File: config.mk
export PLATFORM = sky130hd
export DESIGN_NAME = trimmed_moving_average
export DESIGN_NICKNAME = d
export VERILOG_FILES = /design/src/hw/rtl/tma_pkg.sv /design/src/hw/rtl/trimmed_moving_average.sv /design/src/hw/rtl/tma_front.sv /design/src/hw/rtl/tma_back.sv
export SDC_FILE = /design/constraint.sdc
export NUM_CORES = 1
export LEC_CHECK = 0
export ABC_AREA = 1
export BUFFER_PORTS_ARGS = -buffer_cell sky130_fd_sc_hd__buf_2
export CORE_MARGIN = 4
export CORE_UTILIZATION = 55
export CTS_BUF_LIST = sky130_fd_sc_hd__clkbuf_8 sky130_fd_sc_hd__clkbuf_16
export DETAILED_ROUTE_END_ITERATION = 10
export PLACE_DENSITY = 0.71
export SETUP_SLACK_MARGIN = 0.1
export SYNTH_ARGS = -nofsm -noshare
export SYNTH_HDL_FRONTEND = slang
export SYNTH_SLANG_ARGS = --single-unit
File: constraint.sdc
create_clock -name clk -period 7.19 [get_ports clk]
set_clock_uncertainty 0.05 [all_clocks]
set_input_delay 1.438 -clock clk [delete_from_list [all_inputs] [get_ports clk]]
set_output_delay 1.438 -clock clk [all_outputs]
set_load 0.02 [all_outputs]
File: src/hw/rtl/tma_pkg.sv
// ----------------------------------------------------------------------------
// tma_pkg
// Shared types and constants of the trimmed moving-average filter.
// ----------------------------------------------------------------------------
package tma_pkg;

  localparam int DEF_WINDOW      = 8;
  localparam int DEF_CHANNELS    = 8;
  localparam int DEF_SAMPLE_BITS = 12;

  localparam int CH_W        = 3;
  localparam int IN_SAMPLE_W = 12;
  localparam int AVG_W       = 12;
  localparam int QUEUE_DEPTH = 2;

  typedef struct packed {
    logic                   ok;
    logic [CH_W-1:0]        ch;
    logic [IN_SAMPLE_W-1:0] smp;
  } item_t;

  typedef enum logic [2:0] {
    ST_IDLE,
    ST_WRITE,
    ST_READ,
    ST_LAST,
    ST_PREP,
    ST_DIV,
    ST_DONE
  } state_t;

endpackage

File: src/hw/rtl/trimmed_moving_average.sv
// ----------------------------------------------------------------------------
// trimmed_moving_average
// Per-channel sliding-window filter: plain mean while a channel's window
// fills, mean without the largest and smallest sample once it is full.
// ----------------------------------------------------------------------------
// For each accepted sample on a valid channel, the back end makes n
// window-store reads, one per stored sample, n being the channel's fill
// count after the sample (at most WINDOW), then a divider retires one
// quotient bit per cycle.
// A two-entry queue takes input transfers while the back end works, and the
// result register holds one result until it is popped. The window store
// needs no clearing pass: only entries below the fill count are read.
module trimmed_moving_average import tma_pkg::*; #(
  parameter int WINDOW      = DEF_WINDOW,
  parameter int CHANNELS    = DEF_CHANNELS,
  parameter int SAMPLE_BITS = DEF_SAMPLE_BITS
) (
  input  logic                   clk,
  input  logic                   rst_n,
  input  logic                   in_push,
  output logic                   in_full,
  input  logic [CH_W-1:0]        in_channel,
  input  logic [IN_SAMPLE_W-1:0] in_sample,
  output logic                   out_empty,
  input  logic                   out_pop,
  output logic [CH_W-1:0]        out_channel,
  output logic [AVG_W-1:0]       out_average,
  output logic                   out_window_full
);

  logic  q_valid;
  logic  q_pop;
  item_t q_item;

  tma_front #(
    .CHANNELS (CHANNELS)
  ) u_front (
    .clk        (clk),
    .rst_n      (rst_n),
    .in_push    (in_push),
    .in_full    (in_full),
    .in_channel (in_channel),
    .in_sample  (in_sample),
    .q_valid    (q_valid),
    .q_item     (q_item),
    .q_pop      (q_pop)
  );

  tma_back #(
    .WINDOW      (WINDOW),
    .CHANNELS    (CHANNELS),
    .SAMPLE_BITS (SAMPLE_BITS)
  ) u_back (
    .clk             (clk),
    .rst_n           (rst_n),
    .q_valid         (q_valid),
    .q_item          (q_item),
    .q_pop           (q_pop),
    .out_empty       (out_empty),
    .out_pop         (out_pop),
    .out_channel     (out_channel),
    .out_average     (out_average),
    .out_window_full (out_window_full)
  );

endmodule

File: src/hw/rtl/tma_front.sv
// ----------------------------------------------------------------------------
// tma_front
// Accepts input transfers, flags channels outside the configured range and
// holds the items in a short queue for the back end.
// ----------------------------------------------------------------------------
module tma_front import tma_pkg::*; #(
  parameter int CHANNELS = DEF_CHANNELS
) (
  input  logic                   clk,
  input  logic                   rst_n,
  input  logic                   in_push,
  output logic                   in_full,
  input  logic [CH_W-1:0]        in_channel,
  input  logic [IN_SAMPLE_W-1:0] in_sample,
  output logic                   q_valid,
  output item_t                  q_item,
  input  logic                   q_pop
);

  localparam int QPTR_W = $clog2(QUEUE_DEPTH);
  localparam int QCNT_W = $clog2(QUEUE_DEPTH + 1);

  item_t               queue_r [QUEUE_DEPTH];
  logic [QPTR_W-1:0]   wr_ptr_r;
  logic [QPTR_W-1:0]   rd_ptr_r;
  logic [QCNT_W-1:0]   count_r;
  logic                push_ok;
  logic                pop_ok;
  item_t               new_item;

  assign in_full = (count_r == QCNT_W'(QUEUE_DEPTH));
  assign q_valid = (count_r != '0);
  assign q_item  = queue_r[rd_ptr_r];
  assign push_ok = in_push && !in_full;
  assign pop_ok  = q_pop && q_valid;

  always_comb begin
    new_item.ok  = (32'(in_channel) < CHANNELS);
    new_item.ch  = in_channel;
    new_item.smp = in_sample;
  end

  always_ff @(posedge clk) begin
    if (push_ok) begin
      queue_r[wr_ptr_r] <= new_item;
    end
  end

  always_ff @(posedge clk) begin
    if (!rst_n) begin
      wr_ptr_r <= '0;
      rd_ptr_r <= '0;
      count_r  <= '0;
    end else begin
      if (push_ok) begin
        wr_ptr_r <= (wr_ptr_r == QPTR_W'(QUEUE_DEPTH - 1)) ? '0 : wr_ptr_r + 1'b1;
      end
      if (pop_ok) begin
        rd_ptr_r <= (rd_ptr_r == QPTR_W'(QUEUE_DEPTH - 1)) ? '0 : rd_ptr_r + 1'b1;
      end
      if (push_ok && !pop_ok) begin
        count_r <= count_r + 1'b1;
      end else if (pop_ok && !push_ok) begin
        count_r <= count_r - 1'b1;
      end
    end
  end

endmodule

File: src/hw/rtl/tma_back.sv
// ----------------------------------------------------------------------------
// tma_back
// Per-channel window store, window walk for sum and extremes, bit-serial
// divider and the result register.
// ----------------------------------------------------------------------------
module tma_back import tma_pkg::*; #(
  parameter int WINDOW      = DEF_WINDOW,
  parameter int CHANNELS    = DEF_CHANNELS,
  parameter int SAMPLE_BITS = DEF_SAMPLE_BITS
) (
  input  logic             clk,
  input  logic             rst_n,
  input  logic             q_valid,
  input  item_t            q_item,
  output logic             q_pop,
  output logic             out_empty,
  input  logic             out_pop,
  output logic [CH_W-1:0]  out_channel,
  output logic [AVG_W-1:0] out_average,
  output logic             out_window_full
);

  localparam int CIDX_W = (CHANNELS > 1) ? $clog2(CHANNELS) : 1;
  localparam int PW     = $clog2(WINDOW);
  localparam int CNT_W  = $clog2(WINDOW + 1);
  localparam int SUM_W  = SAMPLE_BITS + CNT_W;
  localparam int DCNT_W = $clog2(SUM_W);
  localparam int AW     = CIDX_W + PW;
  localparam int DEPTH  = CHANNELS << PW;

  state_t state_r;
  state_t state_nxt;

  logic [SAMPLE_BITS-1:0] mem_r [DEPTH];
  logic [SAMPLE_BITS-1:0] rd_data_r;

  logic [CNT_W-1:0]       cnt_r [CHANNELS];
  logic [PW-1:0]          ptr_r [CHANNELS];

  logic [CH_W-1:0]        ch_r;
  logic [CIDX_W-1:0]      cidx_r;
  logic [SAMPLE_BITS-1:0] smp_r;
  logic                   ok_r;
  logic [CNT_W-1:0]       n_r;
  logic [PW-1:0]          k_r;
  logic                   rd_vld_r;
  logic                   first_r;
  logic                   full_r;
  logic [SUM_W-1:0]       sum_r;
  logic [SAMPLE_BITS-1:0] hi_r;
  logic [SAMPLE_BITS-1:0] lo_r;
  logic [CNT_W-1:0]       div_r;
  logic [CNT_W-1:0]       rem_r;
  logic [SUM_W-1:0]       quo_r;
  logic [DCNT_W-1:0]      dcnt_r;

  logic                   out_valid_r;
  logic [CH_W-1:0]        out_ch_r;
  logic [AVG_W-1:0]       out_avg_r;
  logic                   out_full_r;

  logic                   mem_we;
  logic                   rd_en;
  logic                   out_load;
  logic                   last_read;
  logic [CNT_W-1:0]       cur_cnt;
  logic [CNT_W-1:0]       new_cnt;
  logic [PW-1:0]          cur_ptr;
  logic [CNT_W:0]         rem_sh;
  logic                   rem_ge;

  assign cur_cnt   = cnt_r[cidx_r];
  assign cur_ptr   = ptr_r[cidx_r];
  assign new_cnt   = (cur_cnt < CNT_W'(WINDOW)) ? cur_cnt + 1'b1 : cur_cnt;
  assign last_read = ((CNT_W'(k_r) + CNT_W'(1)) == n_r);
  assign rem_sh    = {rem_r, quo_r[SUM_W-1]};
  assign rem_ge    = (rem_sh >= {1'b0, div_r});

  // next state
  always_comb begin
    state_nxt = state_r;
    unique case (state_r)
      ST_IDLE:  if (q_valid) state_nxt = q_item.ok ? ST_WRITE : ST_DONE;
      ST_WRITE: state_nxt = ST_READ;
      ST_READ:  if (last_read) state_nxt = ST_LAST;
      ST_LAST:  state_nxt = ST_PREP;
      ST_PREP:  state_nxt = ST_DIV;
      ST_DIV:   if (dcnt_r == '0) state_nxt = ST_DONE;
      ST_DONE:  if (!out_valid_r || out_pop) state_nxt = ST_IDLE;
      default:  state_nxt = ST_IDLE;
    endcase
  end

  // control outputs
  always_comb begin
    q_pop    = 1'b0;
    mem_we   = 1'b0;
    rd_en    = 1'b0;
    out_load = 1'b0;
    unique case (state_r)
      ST_IDLE:  q_pop = q_valid;
      ST_WRITE: mem_we = 1'b1;
      ST_READ:  rd_en = 1'b1;
      ST_DONE:  out_load = !out_valid_r || out_pop;
      default:  q_pop = 1'b0;
    endcase
  end

  always_ff @(posedge clk) begin
    if (!rst_n) begin
      state_r <= ST_IDLE;
    end else begin
      state_r <= state_nxt;
    end
  end

  // window store
  always_ff @(posedge clk) begin
    if (mem_we) begin
      mem_r[AW'({cidx_r, cur_ptr})] <= smp_r;
    end
    if (rd_en) begin
      rd_data_r <= mem_r[AW'({cidx_r, k_r})];
    end
  end

  // fill counts and write pointers
  always_ff @(posedge clk) begin
    if (!rst_n) begin
      for (int c = 0; c < CHANNELS; c++) begin
        cnt_r[c] <= '0;
        ptr_r[c] <= '0;
      end
    end else if (mem_we) begin
      cnt_r[cidx_r] <= new_cnt;
      ptr_r[cidx_r] <= (cur_ptr == PW'(WINDOW - 1)) ? '0 : cur_ptr + 1'b1;
    end
  end

  always_ff @(posedge clk) begin
    if (!rst_n) begin
      rd_vld_r <= 1'b0;
    end else begin
      rd_vld_r <= rd_en;
    end
  end

  // datapath
  always_ff @(posedge clk) begin
    if (q_pop) begin
      ch_r   <= q_item.ch;
      cidx_r <= CIDX_W'(q_item.ch);
      smp_r  <= SAMPLE_BITS'(q_item.smp);
      ok_r   <= q_item.ok;
    end
    if (mem_we) begin
      n_r     <= new_cnt;
      full_r  <= (new_cnt == CNT_W'(WINDOW));
      k_r     <= '0;
      first_r <= 1'b1;
      sum_r   <= '0;
    end
    if (rd_en) begin
      k_r <= k_r + 1'b1;
    end
    if (rd_vld_r) begin
      sum_r   <= sum_r + SUM_W'(rd_data_r);
      first_r <= 1'b0;
      if (first_r || rd_data_r > hi_r) begin
        hi_r <= rd_data_r;
      end
      if (first_r || rd_data_r < lo_r) begin
        lo_r <= rd_data_r;
      end
    end
    if (state_r == ST_PREP) begin
      quo_r  <= full_r ? sum_r - SUM_W'(hi_r) - SUM_W'(lo_r) : sum_r;
      div_r  <= full_r ? CNT_W'(WINDOW - 2) : n_r;
      rem_r  <= '0;
      dcnt_r <= DCNT_W'(SUM_W - 1);
    end
    if (state_r == ST_DIV) begin
      rem_r  <= rem_ge ? CNT_W'(rem_sh - {1'b0, div_r}) : CNT_W'(rem_sh);
      quo_r  <= {quo_r[SUM_W-2:0], rem_ge};
      dcnt_r <= dcnt_r - 1'b1;
    end
  end

  // result register
  always_ff @(posedge clk) begin
    if (!rst_n) begin
      out_valid_r <= 1'b0;
    end else if (out_load) begin
      out_valid_r <= 1'b1;
    end else if (out_pop) begin
      out_valid_r <= 1'b0;
    end
  end

  always_ff @(posedge clk) begin
    if (out_load) begin
      out_ch_r   <= ch_r;
      out_avg_r  <= ok_r ? AVG_W'(quo_r) : '0;
      out_full_r <= ok_r && full_r;
    end
  end

  assign out_empty       = !out_valid_r;
  assign out_channel     = out_ch_r;
  assign out_average     = out_avg_r;
  assign out_window_full = out_full_r;

endmodule
==> results.cfg, run 1 <==
[global_routing]
grt_pass1_vias = 26439
gr-usage-all-layers_pct = 25.3
grt_max_degree = 223
grt-ovfl-total = 0
antenna_found_initial = 2
grt_pass1_wl_microns = 157000

[yosys]
synth-compound-area-share_pct = 7.02
yosys.area_share.adder_pct = 2.45
synth_ff_type = edfxtp_1
ys_seq_area_share_pct = 69.9
synth.distinct_cells = 43
syn_avg_cell_area_sq_um = 11.4
yosysTopAreaCell = edfxtp_1
syn-num-nets = 3799
yosysTopAreaCellShare_pct = 69.4
ys_seq_elements = 983
synth_area_leaders = edfxtp_1, nor2_1, nand2_1, o21ai_0, nand3_1
synthSimpleGateAreaFrac_pct = 16.8
async_flop_share_pct = 0
ys.warnings.count = 0
synth_top_family_by_area = simple AND/OR/NAND/NOR gates
synth_mux_area_share_pct = 0
yosys.area_share.xor_xnor_pct = 0.187
synth_area_sq_um = 42100
synth-edff-count = 973
synthCells = 3706

[final_layout]
final_common_cell = edfxtp_1
postLayoutCoreUtil_pct = 60.8
final_cell_mix = edfxtp_1, nor2_1, nand2_1, o21ai_0, nand3_1
fin_area_sq_um = 46200
layout-drive-gt1-share_pct = 7.19
antennaDiodeCount = 0
syn_to_final_growth_pct = 9.68
nets = 3793

[routing]
wl_per_cell_microns = 21.6
vias = 27683
first_iter_violations = 3376
avgViaCountPerCell = 5.75
postRouteAntennaNets = 0
firstDrtPassIters = 11
wirelength_microns = 104000
drc = 1

[worst_hold_path]
min_path_type = register to register
hold_start = u_back.quo_r[0]
min_path_cells = 0

[power_and_ir_drop]
leakagePower_nw = 16.7
vdd_drop_max_v = 0.000395
cellPowerDensity_nw_per_um2 = 426

[placement]
port_buffers = 36
dp_slack_ns = 2.94
placed_area_sq_um = 43000
gp_congestion = 0.944
dp.final_hpwl_microns = 60500

[timing]
rsz0062_at_grt = false
hold-worst-slack_ns = 0.399
relSlewSlack_pct = 20.7
post-route-period-util_pct = 61.1
worst_pin_slew_ns = 1.19
finalHoldViolations = 0
min_period_ns = 4.40
final_max_slew_viol_count = 0
setup_viol = 0
max_freq_ghz = 0.228
tns_ns = 0
setup_slack_ns = 2.79

[cts]
cts_tree = yes
tritoncts.num_buffers = 99
clk_pin_slew_worst_paths_ns = 0.06
clock_path_buffers = 3
cts_max_level = 3
cts_setup_buffers = 0
clk_latency_ns = 0.67
cts-root-buf = clkbuf_16
cts_sinks = 983
cts.hold.buffers_added = 0
cts_resized = 0

[critical_path]
end_kind = register
r2r-end = u_back.mem_r[58][5]
rr_startpoint = u_back.ch_r[0]
cp_max_fo = 53
slowest_stage = nor2_1
regToRegSetupSlack_ns = 2.79
max_stage_delay_ns = 0.94
cpMostUsedCell = nand2_1
crit_arrival_ns = 4.63
crit_required_ns = 7.43
crit_buf_inv = 3
crit_type = register to register
cp_cell_sequence = inv_4, nand2_1, inv_2, nand2_1, nand4_4, inv_1, nand3_2, nor2_1
critical_path.top_delay_family = simple AND/OR/NAND/NOR gates
crit_start = u_back.ch_r[0]
start_kind = register
cp_num_cells = 8
cp-endpoint = u_back.mem_r[58][5]
rr_worst_depth = 8

[floorplanning]
fp.dieW_microns = 285
core_area_sq_um = 75900
num_rows = 101
start_util_pct = 55.4
die_h_microns = 285
dieArea_sq_um = 81100
io-pin-count = 37

[run_status]
violations = design-rule violations
status = complete, but fails checks

[job]
timing.max_cap.violations = 0
==> cell type report <==
| class | count | area (sq um) |
|---|---|---|
| Multi-Input combinational cell | 2363 | 11200 |
| Tap cell | 1030 | 1290 |
| Timing Repair Buffer | 70 | 460 |
| Clock inverter | 87 | 671 |
| Inverter | 183 | 701 |
| Fill cell | 5893 | 29800 |
| Sequential cell | 983 | 29400 |
| Clock buffer | 99 | 2480 |
==> cell families after synthesis <==
family | Yosys count
AND/OR/NAND/NOR | 1734
AO/OA/AOI/OAI | 546
adder cells (fa/ha/maj) | 74
buffers and inverters | 360
XOR/XNOR | 9
flip-flops | 983
==> through the flow <==
step,instances,power (W)
5_1_grt,4815,0.0207
2_1_floorplan,3706,0.0122
3_5_place_dp,4629,0.0147
3_3_place_gp,4629,0.0146
6_report,4815,0.0197
4_1_cts,4815,0.0196
==> worst min-delay path by stage <==
stage / slack, ns / end
finish: 0.40 / u_back.out_average[0]
global route: 0.42 / u_back.out_average[11]
CTS: 0.40 / u_back.out_average[0]
detailed placement: 0.39 / u_back.out_average[9]
global placement: 0.39 / u_back.out_average[11]
floorplan: 0.38 / u_back.out_average[0]
==> registers in the layout (all words and copies together) (netlist names), 3 cells and up <==
register	count
u_back.state_r	3
u_back.n_r	4
u_back.div_r	4
u_back.cnt_r	32
u_back.out_channel	3
u_back.ptr_r	24
u_back.rd_data_r	12
u_back.rem_r	4
u_back.k_r	3
u_back.sum_r	16
u_front.queue_r	30
u_back.ch_r	3
u_back.lo_r	12
u_back.mem_r	768
u_back.smp_r	12
u_back.hi_r	12
u_back.out_average	12
u_back.dcnt_r	4
u_back.quo_r	16
==> power breakdown <==
| part | total [W] | internal, W | leakage (nW) | switching (W) |
|---|---|---|---|---|
| combinational | 0.00704 | 0.00166 | 6.08 | 0.00538 |
| sequential | 0.00769 | 0.00744 | 8.95 | 0.000256 |
| clock | 0.00496 | 0.00280 | 1.63 | 0.00216 |
==> routing by layer <==
metal  wire (microns)  up-vias  global-route usage [%]
li1                 -    12873                       -
met1            41200    13221                    34.7
met2            48400     1321                    40.4
met3             9930      266                    5.08
met4             4210        2                    9.71
met5               11        -                       0
==> synthesized netlist by cell type, types with 35 or more instances <==
cell type  number
buf_2          65
edfxtp_1      973
o21ai_1        35
inv_1         168
a21oi_1        70
clkbuf_1       71
o211ai_1       75
o21ai_0       350
nand2_1       598
nand3_1       268
nor2_1        802
ha_1           60
No activity file was read; power rests on OpenSTA's default activity.
==> run 2: changes to the inputs <==
--- a/config.mk
+++ b/config.mk
@@ -11,7 +11,7 @@
 export CORE_UTILIZATION = 55
 export CTS_BUF_LIST = sky130_fd_sc_hd__clkbuf_8 sky130_fd_sc_hd__clkbuf_16
 export DETAILED_ROUTE_END_ITERATION = 10
-export PLACE_DENSITY = 0.71
+export PLACE_DENSITY = 0.74
 export SETUP_SLACK_MARGIN = 0.1
 export SYNTH_ARGS = -nofsm -noshare
 export SYNTH_HDL_FRONTEND = slang
==> constraint.sdc (replaced) <==
create_clock -name clk -period 4 [get_ports clk]
set_clock_uncertainty 0.05 [all_clocks]
set_input_delay 0.8 -clock clk [delete_from_list [all_inputs] [get_ports clk]]
set_output_delay 0.8 -clock clk [all_outputs]
set_load 0.02 [all_outputs]
==> results.cfg, run 2 (synthesized netlist as in run 1, its figures left out) <==
[run_status]
status = finished clean

[floorplanning]
start_util_pct = 55.4
num_rows = 101
core_area_sq_um = 75900
dieArea_sq_um = 81100
io-pin-count = 37
die_h_microns = 285
fp.dieW_microns = 285

[cts]
cts_max_level = 3
cts.hold.buffers_added = 0
cts_resized = 0
cts_setup_buffers = 0
cts_tree = yes
cts-root-buf = clkbuf_16
clock_path_buffers = 3
clk_pin_slew_worst_paths_ns = 0.06
tritoncts.num_buffers = 99
cts_sinks = 983
clk_latency_ns = 0.66

[routing]
avgViaCountPerCell = 5.75
first_iter_violations = 3325
firstDrtPassIters = 6
wl_per_cell_microns = 20.7
drc = 0
vias = 28085
postRouteAntennaNets = 0
wirelength_microns = 101000

[critical_path]
start_kind = register
r2r-end = u_back.mem_r[43][8]
end_kind = register
max_stage_delay_ns = 0.59
regToRegSetupSlack_ns = 0.71
crit_buf_inv = 3
crit_type = register to register
slowest_stage = buf_4
crit_required_ns = 4.32
cp_cell_sequence = buf_4, nand2_1, inv_2, nand2_1, nand4_4, nand3_2, nor2_1, buf_4
critical_path.top_delay_family = simple AND/OR/NAND/NOR gates
crit_arrival_ns = 3.61
rr_startpoint = u_back.ch_r[0]
rr_worst_depth = 8
cp_max_fo = 54

[power_and_ir_drop]
design_power_total_w = 0.0352
vdd_drop_max_v = 0.000802
cellPowerDensity_nw_per_um2 = 752
leakagePower_nw = 17.1

[timing]
tns_ns = 0
worst_pin_slew_ns = 1.24
rsz0062_at_grt = false
post-route-period-util_pct = 82.2
final_max_slew_viol_count = 0
hold-worst-slack_ns = 0.278
max_freq_ghz = 0.304
min_period_ns = 3.29
setup_viol = 0
finalHoldViolations = 0
relSlewSlack_pct = 17.2
setup_slack_ns = 0.714

[final_layout]
syn_to_final_growth_pct = 11.2
regArea_sq_um = 29400
top_register = u_back.mem_r
multi_input_area_sq_um = 11200
final_common_cell = edfxtp_1
layout-drive-gt1-share_pct = 8.92
fin_area_sq_um = 46800
reg_top3 = u_back.mem_r: 768 flops, u_back.cnt_r: 32 flops, u_front.queue_r: 30 flops
nets = 3873
largest_register_ffs = 768
final_cell_mix = edfxtp_1, nor2_1, nand2_1, o21ai_0, nand3_1
nFillCells = 5746
antennaDiodeCount = 0

[placement]
port_buffers = 36
gp_congestion = 0.946
dp_slack_ns = 0.761
dp.final_hpwl_microns = 60800
placed_area_sq_um = 43700

[global_routing]
grt_pass1_wl_microns = 155000
grt_pass1_vias = 26861
gr-usage-all-layers_pct = 24.7
antenna_found_initial = 0
grt_max_degree = 147
grt-ovfl-total = 0

[worst_hold_path]
min_path_type = primary input to register
hold_start = in_channel[2]
min_path_cells = 1
hold_end = u_front.queue_r[1][14]

[job]
timing.max_cap.violations = 0
## run 2: cell types whose count changed in the layout (fill, tap and decap cells not counted), sizes merged
cell      before  now
clkinv        56   47
clkinvlp       1    2
buf           70  150
bufinv         8    7
clkbuf        99  101
inv          205  204
## run 2: how the worst max path moves through the flow
stage | startpoint | endpoint | depth (start not counted)
floorplan | out_pop | u_back.out_average[0] | 2
global placement | u_back.ch_r[0] | u_back.mem_r[43][6] | 8
detailed placement | u_back.ch_r[0] | u_back.mem_r[43][0] | 8
CTS | u_back.ch_r[0] | u_back.mem_r[43][5] | 8
global route | u_back.ch_r[0] | u_back.mem_r[43][7] | 8
finish | u_back.ch_r[0] | u_back.mem_r[43][8] | 8
## run 2: stage by stage
| step | utilization, % | std cells |
|---|---|---|
| finish | 61.7 | 4887 |
| global placement | 57.6 | 4709 |
| CTS | 61.7 | 4887 |
| global route | 61.7 | 4887 |
| detailed placement | 57.6 | 4709 |
| floorplan | - | 3706 |
## run 2: layer usage
metal	vias up	track usage (%)	share of wire, %
li1	13030	-	-
met1	13492	33.4	40
met2	1327	40.5	48
met3	236	4.38	8.8
met4	0	9.52	4.1
met5	-	0	0
## run 2: final cells by class
| cell class | instances | share of cell area, % |
|---|---|---|
| clock buffer | 101 | 5.40 |
| clock inverter | 77 | 1.20 |
| inverter | 183 | 1.50 |
| multi-input combinational | 2363 | 23.9 |
| sequential | 983 | 62.8 |
| tap | 1030 | 2.75 |
| timing repair buffer | 150 | 2.48 |
## run 2: power breakdown
| group | switching [W] | total, W | internal [W] | leakage (nW) |
|---|---|---|---|---|
| Combinational | 0.00939 | 0.0126 | 0.00319 | 6.55 |
| Clock | 0.00377 | 0.00879 | 0.00502 | 1.60 |
| Sequential | 0.000492 | 0.0138 | 0.0134 | 8.95 |
| Total | 0.0137 | 0.0352 | 0.0216 | 17.1 |
## run 2: worst reg2reg max path: stages, from the launching register on
cell	delay, ns
edfxtp_1	0.39
buf_4	0.59
nand2_1	0.21
inv_2	0.20
nand2_1	0.12
nand4_4	0.28
nand3_2	0.42
nor2_1	0.49
buf_4	0.25
